[src/rtl/core/pced_pkg.sv]
package pced_pkg;

  localparam int unsigned NumPorts = 3;
  localparam int unsigned PortBits = 8;
  localparam int unsigned BitIdxW  = 3;
  localparam int unsigned CfgIdxW  = 2;
  localparam int unsigned CfgDataW = 8;

  // Port codes
  localparam logic [1:0] PortB = 2'd0;
  localparam logic [1:0] PortC = 2'd1;
  localparam logic [1:0] PortD = 2'd2;

  // Register indexes
  localparam logic [CfgIdxW-1:0] RegMaskB = 2'd0;
  localparam logic [CfgIdxW-1:0] RegMaskC = 2'd1;
  localparam logic [CfgIdxW-1:0] RegMaskD = 2'd2;

  // Pin number offsets
  localparam logic [4:0] PinBaseB = 5'd8;
  localparam logic [4:0] PinBaseC = 5'd14;
  localparam logic [4:0] PinBaseD = 5'd0;
  localparam logic [BitIdxW-1:0] UnmappedBitC = 3'd7;

  typedef struct packed {
    logic [1:0]          port_select;
    logic [PortBits-1:0] pin_levels;
  } in_item_t;

  typedef struct packed {
    logic [1:0] event_port;
    logic [4:0] event_pin;
    logic       event_pin_valid;
    logic       event_last;
  } out_item_t;

  // Work handed from change detection to the event emitter
  typedef struct packed {
    logic [1:0]          port;
    logic [PortBits-1:0] changed;
  } work_t;

  typedef struct packed {
    logic       valid;
    logic [4:0] pin;
  } pin_map_t;

  function automatic pin_map_t map_pin(logic [1:0] port, logic [BitIdxW-1:0] bit_idx);
    pin_map_t m;
    m.valid = 1'b1;
    m.pin   = PinBaseD + {2'b00, bit_idx};
    if (port == PortB) begin
      m.pin = PinBaseB + {2'b00, bit_idx};
    end else if (port == PortC) begin
      if (bit_idx == UnmappedBitC) begin
        m.valid = 1'b0;
        m.pin   = 5'd0;
      end else begin
        m.pin = PinBaseC + {2'b00, bit_idx};
      end
    end
    return m;
  endfunction

endpackage

[src/rtl/core/pced_detect.sv]
module pced_detect (
  input  logic                            clk_i,
  input  logic                            rst_ni,
  input  logic                            accept_i,
  input  pced_pkg::in_item_t              item_i,
  input  logic                            cfg_we_i,
  input  logic [pced_pkg::CfgIdxW-1:0]    cfg_index_i,
  input  logic [pced_pkg::CfgDataW-1:0]   cfg_data_i,
  output pced_pkg::work_t                 work_o
);
  import pced_pkg::*;

  logic [PortBits-1:0] mask_q [NumPorts];
  logic [PortBits-1:0] prev_q [NumPorts];
  logic [PortBits-1:0] mask_sel;
  logic [PortBits-1:0] prev_sel;
  logic                port_ok;

  assign port_ok = (item_i.port_select == PortB) || (item_i.port_select == PortC) ||
                   (item_i.port_select == PortD);

  always_comb begin
    mask_sel = '0;
    prev_sel = '0;
    unique case (item_i.port_select)
      PortB: begin
        mask_sel = mask_q[0];
        prev_sel = prev_q[0];
      end
      PortC: begin
        mask_sel = mask_q[1];
        prev_sel = prev_q[1];
      end
      PortD: begin
        mask_sel = mask_q[2];
        prev_sel = prev_q[2];
      end
      default: begin
        mask_sel = '0;
        prev_sel = '0;
      end
    endcase
  end

  assign work_o.port    = item_i.port_select;
  assign work_o.changed = port_ok ? ((item_i.pin_levels ^ prev_sel) & mask_sel) : '0;

  always_ff @(posedge clk_i or negedge rst_ni) begin
    if (!rst_ni) begin
      for (int i = 0; i < NumPorts; i++) begin
        mask_q[i] <= '0;
        prev_q[i] <= '0;
      end
    end else begin
      if (cfg_we_i) begin
        unique case (cfg_index_i)
          RegMaskB: mask_q[0] <= cfg_data_i;
          RegMaskC: mask_q[1] <= cfg_data_i;
          RegMaskD: mask_q[2] <= cfg_data_i;
          default: ;
        endcase
      end
      if (accept_i) begin
        unique case (item_i.port_select)
          PortB:   prev_q[0] <= item_i.pin_levels;
          PortC:   prev_q[1] <= item_i.pin_levels;
          PortD:   prev_q[2] <= item_i.pin_levels;
          default: ;
        endcase
      end
    end
  end

endmodule

[src/rtl/core/pced_emit.sv]
module pced_emit (
  input  logic                 clk_i,
  input  logic                 rst_ni,
  input  logic                 load_i,
  input  pced_pkg::work_t      work_i,
  output logic                 can_load_o,
  output logic                 out_valid_o,
  input  logic                 out_stall_i,
  output pced_pkg::out_item_t  out_item_o
);
  import pced_pkg::*;

  logic [PortBits-1:0] pending_q, pending_d;
  logic [1:0]          port_q, port_d;
  logic                out_valid_q, out_valid_d;
  out_item_t           out_item_q, out_item_d;

  logic [PortBits-1:0] low_bit;
  logic [PortBits-1:0] remain;
  logic [BitIdxW-1:0]  low_idx;
  logic                take;
  logic                move;
  pin_map_t            map;

  assign low_bit = pending_q & (~pending_q + 1'b1);
  assign remain  = pending_q & ~low_bit;

  always_comb begin
    low_idx = '0;
    for (int i = PortBits - 1; i >= 0; i--) begin
      if (pending_q[i]) low_idx = BitIdxW'(i);
    end
  end

  assign map        = map_pin(port_q, low_idx);
  assign take       = !out_valid_q || !out_stall_i;
  assign move       = take && (pending_q != '0);
  assign can_load_o = (pending_q == '0) || (move && (remain == '0));

  always_comb begin
    pending_d   = pending_q;
    port_d      = port_q;
    out_valid_d = out_valid_q;
    out_item_d  = out_item_q;
    if (move) pending_d = remain;
    if (load_i) begin
      pending_d = work_i.changed;
      port_d    = work_i.port;
    end
    if (take) out_valid_d = move;
    if (move) begin
      out_item_d.event_port      = port_q;
      out_item_d.event_pin       = map.pin;
      out_item_d.event_pin_valid = map.valid;
      out_item_d.event_last      = (remain == '0);
    end
  end

  always_ff @(posedge clk_i or negedge rst_ni) begin
    if (!rst_ni) begin
      pending_q   <= '0;
      out_valid_q <= 1'b0;
    end else begin
      pending_q   <= pending_d;
      out_valid_q <= out_valid_d;
    end
  end

  always_ff @(posedge clk_i) begin
    port_q     <= port_d;
    out_item_q <= out_item_d;
  end

  assign out_valid_o = out_valid_q;
  assign out_item_o  = out_item_q;

endmodule

[src/rtl/core/pin_change_event_detector.sv]
// Latency: an item's first event passes through the pending register, then
// the event output register, where out_stall_i can hold it. Throughput: one
// event per cycle while out_stall_i is low; an item raises up to 8 events,
// one per changed masked bit, through the single event output register.
// Reset (rst_ni low, asynchronous): masks and previous samples clear to zero,
// no events pending, output valid low.
module pin_change_event_detector (
  input  logic                            clk_i,
  input  logic                            rst_ni,
  // sample channel
  input  logic                            in_valid_i,
  output logic                            in_stall_o,
  input  pced_pkg::in_item_t              in_item_i,
  // event channel
  output logic                            out_valid_o,
  input  logic                            out_stall_i,
  output pced_pkg::out_item_t             out_item_o,
  // mask register write port
  input  logic                            cfg_we_i,
  input  logic [pced_pkg::CfgIdxW-1:0]    cfg_index_i,
  input  logic [pced_pkg::CfgDataW-1:0]   cfg_data_i
);
  import pced_pkg::*;

  work_t work;
  logic  can_load;
  logic  in_accept;

  // A new item enters when the emitter has nothing left after this cycle,
  // so the next item overlaps the last event of the previous one.
  assign in_stall_o = !can_load;
  assign in_accept  = in_valid_i && can_load;

  // Change detection: XOR against the port's previous sample, masked.
  // The previous sample is updated on every accepted item of a real port.
  pced_detect u_detect (
    .clk_i       (clk_i),
    .rst_ni      (rst_ni),
    .accept_i    (in_accept),
    .item_i      (in_item_i),
    .cfg_we_i    (cfg_we_i),
    .cfg_index_i (cfg_index_i),
    .cfg_data_i  (cfg_data_i),
    .work_o      (work)
  );

  // Event emitter: pops the lowest pending bit each cycle that the output
  // register is free or not stalled, mapping it to a board pin number.
  pced_emit u_emit (
    .clk_i       (clk_i),
    .rst_ni      (rst_ni),
    .load_i      (in_accept),
    .work_i      (work),
    .can_load_o  (can_load),
    .out_valid_o (out_valid_o),
    .out_stall_i (out_stall_i),
    .out_item_o  (out_item_o)
  );

endmodule

[config.mk]
export PLATFORM = sky130hd
export DESIGN_NAME = pin_change_event_detector
export DESIGN_NICKNAME = d
export VERILOG_FILES = /design/src/rtl/core/pced_pkg.sv /design/src/rtl/core/pced_detect.sv /design/src/rtl/core/pced_emit.sv /design/src/rtl/core/pin_change_event_detector.sv
export SDC_FILE = /design/constraint.sdc
export NUM_CORES = 1
export LEC_CHECK = 0
export BUFFER_PORTS_ARGS = -buffer_cell sky130_fd_sc_hd__buf_2
export CELL_PAD_IN_SITES_DETAIL_PLACEMENT = 2
export CELL_PAD_IN_SITES_GLOBAL_PLACEMENT = 2
export CORE_ASPECT_RATIO = 1.4
export CORE_MARGIN = 1.5
export CORE_UTILIZATION = 30
export DETAILED_ROUTE_END_ITERATION = 10
export HOLD_SLACK_MARGIN = 0.08
export PLACE_DENSITY_LB_ADDON = 0.1
export SLEW_MARGIN = 25
export SYNTH_ARGS = -nofsm -noshare
export SYNTH_HDL_FRONTEND = slang
export SYNTH_SLANG_ARGS = --single-unit
[constraint.sdc]
create_clock -name clk_i -period 1.9 [get_ports clk_i]
set_input_delay 0.095 -clock clk_i [delete_from_list [all_inputs] [get_ports clk_i]]
set_output_delay 0.095 -clock clk_i [all_outputs]
set_load 0.02 [all_outputs]
# Yosys cells after proc, flatten, opt, wreduce, memory -nomap -nowiden
# Cells that the tools add are included.
[op_classes] bitwise_logic=7 mux=17 n_addsub=3 reduce_logical=24 n_eq_ne=6
[ops] op="case mux 8 bit (3 select lines)" count=2
[ops] op="bitwise AND 8 bit" count=3
[ops] op="two-way mux 3 bit" count=8
[ops] op="two-way mux 8 bit" count=3
[ops] op="logical NOT 8 bit" count=2
[ops] op="NOT 8 bit" count=2
[ops] op="two-way mux 5 bit" count=3
[ops] op="AND reduction 2 bit" count=6
[ops] op="adder 4 x 3 -> 5 bit (first input constant)" count=2
[ops] op="adder 8 x 1 -> 8 bit (second input constant)" count=1
[ops] op="nonzero test 8 bit" count=1
[ops] op="bitwise XOR 8 bit" count=1
[ops] op="== test 2 x 1 -> 1 bit (second input constant)" count=3
[ops] op="logical NOT 2 bit" count=3
[ops] op="== test 2 bit (second input constant)" count=2
[ops] op="logical OR 1 bit" count=4
[ops] op="== test 3 bit (second input constant)" count=1
[ops] op="logical AND 1 bit" count=3
[ops] op="logical NOT 1 bit" count=3
[ops] op="nonzero test 2 bit" count=1
[ops] op="OR reduction 2 bit" count=1
[ops] op="two-way mux 1 bit" count=1
[ops] op="NOT 1 bit" count=1
[word_totals] word_cells=70 register_bits=68 output_inout_bits=11 inputBits=25

# Logic depth before layout (Yosys ltp)
[depth] depth_word=12 mapped_depth=8 depth_no_buf=6

# Hierarchy
# From an unflattened synthesis, not the netlist that was laid out.
[hier_totals] hier_cells=274 area_unflattened_um2=3419.5
[by_module_without_submodules] mod="pced_detect" cells_each=167 seq_area_each_um2=1201.2 area_per_inst_um2=2309.7 n_inst=1
[by_module_without_submodules] mod="pced_emit" cells_each=105 seq_area_each_um2=555.5 area_per_inst_um2=1099.8 n_inst=1
[by_module_without_submodules] mod="pin_change_event_detector" cells_each=2 seq_area_each_um2=0.0 area_per_inst_um2=10.0 n_inst=1

# Worst setup path before layout
# No wires, ideal clock.
[synth_timing] path_kind="register to register" startpoint="register u_emit.pending_q[3]" endpoint="register u_detect.prev_q[20] (netlist name)" period_less_slack_ns=2.107 stages_incl_launch_ff=8 setup_ns=0.125 slack_ns=-0.207 n_path_buf=2 required_time_ns=1.775 arrival_time_ns=1.982 path_cell_list="dfrtp_1 buf_6 or4_4 a2111oi_2 or3_1 buf_6 nand4_4 mux2_4"
[synth_between] elab_chain_cells=10 word_cells_on_any_way=13 cone_classes="add/sub (1); bitwise (4); reduce/logical (8)"
[synth_rtl] item="from (decl)" line="pced_emit.sv:13" source="logic [PortBits-1:0] pending_q, pending_d;"
[synth_rtl] item="from (signal assigned)" line="pced_emit.sv:64" source="pending_q <= pending_d;"
[synth_rtl] item="NOT 8 bit" line="pced_emit.sv:25" source="assign low_bit = pending_q & (~pending_q + 1'b1);"
[synth_rtl] item="adder 8 x 1 -> 8 bit" line="pced_emit.sv:25"
[synth_rtl] item="bitwise AND 8 bit" line="pced_emit.sv:25"
[synth_rtl] item="NOT 8 bit" line="pced_emit.sv:26" source="assign remain = pending_q & ~low_bit;"
[synth_rtl] item="bitwise AND 8 bit" line="pced_emit.sv:26"
[synth_rtl] item="logical NOT 8 bit" line="pced_emit.sv:38" source="assign can_load_o = (pending_q == '0) || (move && (remain == '0));"
[synth_rtl] item="logical AND 1 bit" line="pced_emit.sv:38"
[synth_rtl] item="logical OR 1 bit *" line="pced_emit.sv:38"
[synth_rtl] item="logical AND 1 bit *" line="pin_change_event_detector.sv:32" source="assign in_accept = in_valid_i && can_load;"
[synth_rtl] item="AND reduction 2 bit (no line) *"
[synth_rtl] item="to (decl)" line="pced_detect.sv:14" source="logic [PortBits-1:0] prev_q [NumPorts];"
# Mark *: on every way between the ends. The rest lies on a longest branch, timed or not.
# A chain may end at the register's enable or synchronous reset.

# Worst setup path after layout
[layout_timing] startpoint="register u_emit.pending_q[1]" endpoint="register u_emit.pending_q[2]"
[layout_between] elab_chain_cells=10 word_cells_on_any_way=15 cone_classes="add/sub (1); mux (2); bitwise (4); reduce/logical (8)"
[layout_rtl] item="NOT 8 bit" line="pced_emit.sv:25"
[layout_rtl] item="adder 8 x 1 -> 8 bit" line="pced_emit.sv:25"
[layout_rtl] item="bitwise AND 8 bit" line="pced_emit.sv:25"
[layout_rtl] item="NOT 8 bit" line="pced_emit.sv:26"
[layout_rtl] item="bitwise AND 8 bit" line="pced_emit.sv:26"
[layout_rtl] item="logical NOT 8 bit" line="pced_emit.sv:38"
[layout_rtl] item="logical AND 1 bit" line="pced_emit.sv:38"
[layout_rtl] item="logical OR 1 bit" line="pced_emit.sv:38"
[layout_rtl] item="logical AND 1 bit" line="pin_change_event_detector.sv:32"
[layout_rtl] item="two-way mux 8 bit / nonzero test 2 bit (equally long branches)"
# Parallel ways exist; a longest one is shown, timed or not. The select of a mux whose other input is x is not followed.

==> results by group <==
Status
  • Status: complete, but fails checks
  • Failing checks: setup timing

Placement
  • PortBufs: 35
  • GPL Wtd Cong: 0.7116
  • HPWL after DPL: 6136 µm
  • Place WS: -0.2325 ns

Worst setup path
  • Worst R2R Path Depth: 6
  • Crit. End Element: flop
  • R2R Setup Slk: -0.18 ns
  • Worst path bufs/invs: 1
  • Critical Path Slowest Stage Cell: or4_4
  • CP Cell Sequence: or4_4, a2111oi_4, or3_4, nand3_2, buf_12, o31ai_2
  • Crit path DAT: 2.31 ns
  • Largest stage delay, worst path: 0.57 ns
  • Critical path's top delay family: simple AND/OR/NAND/NOR gates
  • Critical register-to-register path endpoint: u_emit.pending_q[2]
  • Worst R2R Start: u_emit.pending_q[1]
  • Maximum fanout along the worst path: 8
  • Setup CP Type: flop to flop
  • Startpoint Class: flop
  • Crit path depth: 6
  • Data required time of the worst path: 2.13 ns

Floorplanning
  • Starting Density: 0.3086
  • Core Area: 10870 µm²
  • Die Y: 128.1 µm
  • Die area: 11830 µm²
  • Die X-Extent: 92.35 µm
  • Io pins: 36
  • Row count: 45

Pwr
  • Clock power share: 0.225
  • Reg power frac: 0.334
  • Power per Cell Area: 1685 nW/µm²
  • LEAKAGE: 1.877 nW
  • Worst VDD drop: 0.5020 mV
  • Net Switching: 2.592 mW
  • Combinational Power Share: 0.441
  • Pint: 4.770 mW
  • Switching portion of total power: 0.3521

Logic synthesis
  • Synth unique cells: 42
  • Top FF cell, synth: dfrtp_1
  • Area leader, netlist: dfrtp_1
  • Post-synth ARST share: 0.8382
  • Cell Area, Synth: 3353 µm²
  • #FFs+latches synth: 68
  • Post-Syn Instances: 268
  • Post-synth EDFFs: 11
  • Syn_nets: 295
  • Sequential area share after synthesis: 0.5239
  • Avg Inst Size Synth: 12.51 µm²
  • Post-synth top area share: 0.4254
  • Warnings, synthesis: 0
  • Top cells by area, synth: dfrtp_1, mux2_2, edfxtp_1, mux2i_1, mux2_4

Route
  • Wire length per cell: 18.02 µm
  • Router iterations before antenna repair: 4
  • Via density: 4.915
  • Drc violations: 0
  • Final Routed Wirelength: 8721 µm
  • Vias: 2379
  • Iteration-0 DRC Markers: 45
  • Final ANT Viol Nets: 0

STA
  • Worst slew pin tran: 0.6975 ns
  • Worst setup margin: -0.1790 ns
  • Period utilization: 1.094
  • Slew margin rel.: 0.5289
  • Setup violators final: 45
  • Slew Limit Fails: 0
  • Clk_skew: 0.005397 ns
  • Final hold violations: 0
  • Fmax: 481.0 MHz
  • RSZ-0062 raised after global routing: yes
  • Min Tclk post-route: 2.079 ns

Global route
  • Initial antenna violation count: 0
  • Tot GR Track Use: 0.1638
  • Number of global-route vias before repair: 2769
  • First-pass GRT wire length: 14590 µm
  • Grt total ovfl: 0
  • Largest net degree at the start of global routing: 58

Hold path
  • Hold crit path type: input port to flop
  • Hold endpoint: u_detect.prev_q[21]
  • Min-delay src: in_item_i[5]
  • Hold depth: 2

Final layout
  • Area grow syn2layout: 30.26%
  • Nets: 365
  • Layout cells sized above 1: 0.4140
  • FF/Latch Area: 1757 µm²
  • Finished Core Util: 0.4020
  • Layout fillers: 1137
  • ANT cells: 0
  • Multi-input logic area: 1583 µm²

Flow run
  • Number of max-cap violations: 0

Clock tree
  • Clk sink count: 68
  • CTS tree: yes
  • CTS buffer count: 9
  • Max clock buf depth: 2
  • Clk root buf: clkbuf_16
  • H-tree Lvls: 3
  • Clk Latency, worst-skew pair: 0.33 ns
  • Reg clk slew, reported paths: 0.06 ns
power groups by stage:
stage	clock network [mW]	logic, mW	registers [mW]
2_1_floorplan	0	1.91	2.46
3_3_place_gp	0	2.95	2.44
3_5_place_dp	0	3.01	2.47
4_1_cts	1.71	3.21	2.46
5_1_grt	1.77	3.59	2.53
6_report	1.66	3.25	2.46
worst max path at each step:
stage | startpoint | to | slack (ns)
after floorplan | u_emit.pending_q[2] | u_detect.prev_q[20] | -0.16
after global placement | u_emit.pending_q[1] | u_detect.prev_q[23] | -0.19
after detailed placement | u_emit.pending_q[1] | u_emit.pending_q[2] | -0.23
after CTS | u_emit.pending_q[1] | u_detect.prev_q[23] | -0.19
after global routing | u_emit.pending_q[1] | u_detect.prev_q[23] | -0.26
final | u_emit.pending_q[1] | u_emit.pending_q[2] | -0.18
per-stage QoR:
stage / hold WS (ns) / instance area, µm² / power [mW] / TNS, ns / cells
after floorplan: -0.2006 / 3359 / 4.366 / -3.975 / 268
after detailed placement: 0.1238 / 3824 / 5.483 / -6.615 / 450
after global routing: 0.08502 / 4368 / 7.888 / -9.204 / 484
final: 0.08290 / 4368 / 7.362 / -5.045 / 484
after global placement: 0.1260 / 3824 / 5.386 / -5.061 / 450
after CTS: 0.08001 / 4332 / 7.385 / -5.331 / 484
layer usage:
layer,wire (µm),GRT usage,up-vias
met4,121,0.06244,0
met5,0,0,-
met2,5016,0.3214,31
met3,184,0.02669,6
li1,-,-,1118
met1,3398,0.1698,1224
registers in the layout (all words and copies together), names as in the netlist:
name and count:
u_detect.mask_q 24, u_detect.prev_q 24, u_emit.out_item_o 9, u_emit.pending_q 8, u_emit.port_q 2, u_emit.out_valid_o 1
layout by cell type, fill, tap and decap left out, drive strengths merged, types with 2 or more instances in the layout:
cell type	instances
nand2	12
nand2b	2
nor3	5
dlygate4sd3	15
xor2	8
mux2	48
nor4	3
mux2i	17
a21oi	17
nand4	3
edfxtp	11
o22ai	2
nor2b	2
clkbuf	14
nand3	3
nor2	19
dfrtp	57
buf	60
o41ai	3
nand3b	4
o2bb2ai	2
nor3b	2
o31ai	9
inv	4
o21ai	6
ha	2
cells in the mapped netlist, types with 2 or more instances:
master     instances
dfrtp_1           57
mux2_2            42
nor2_1            19
a21oi_1           17
mux2i_1           17
nand2_1           12
edfxtp_1          11
o31ai_1            9
xor2_1             8
mux2_4             6
o21ai_0            6
clkbuf_1           5
nor3_1             5
buf_1              4
inv_1              4
nand3b_1           4
buf_2              3
buf_6              3
nand4_4            3
nor4_1             3
o41ai_1            3
ha_1               2
nand2b_1           2
nor2b_1            2
nor3b_1            2
o22ai_1            2
o2bb2ai_1          2
kinds of logic after synthesis:
logic type	after synthesis	synth area share
AO/OA/AOI/OAI	45	0.08732
flip-flops	68	0.5239
multiplexers	65	0.2187
AND/OR/NAND/NOR	58	0.1048
adder cells (fa/ha/maj)	3	0.01045
buffers and inverters	20	0.03134
XOR/XNOR	9	0.02351
repair_timing:
action	CTS	global route
setup endpoints to repair	47	49
endpoints found under the hold margin	95	0
hold buffers	15	0
pin swaps	3	3
buffers inserted	4	0
gates resized for setup	12	7
layout make-up:
| type | count | share of cell area |
|---|---|---|
| clock buffer | 14 | 0.05815 |
| tap | 141 | 0.04039 |
| timing repair buffer | 75 | 0.1255 |
| clock inverter | 2 | 0.008021 |
| sequential | 68 | 0.4022 |
| inverter | 4 | 0.003437 |
| multi-input combinational | 180 | 0.3624 |
No activity file was read; power rests on OpenSTA's default activity.
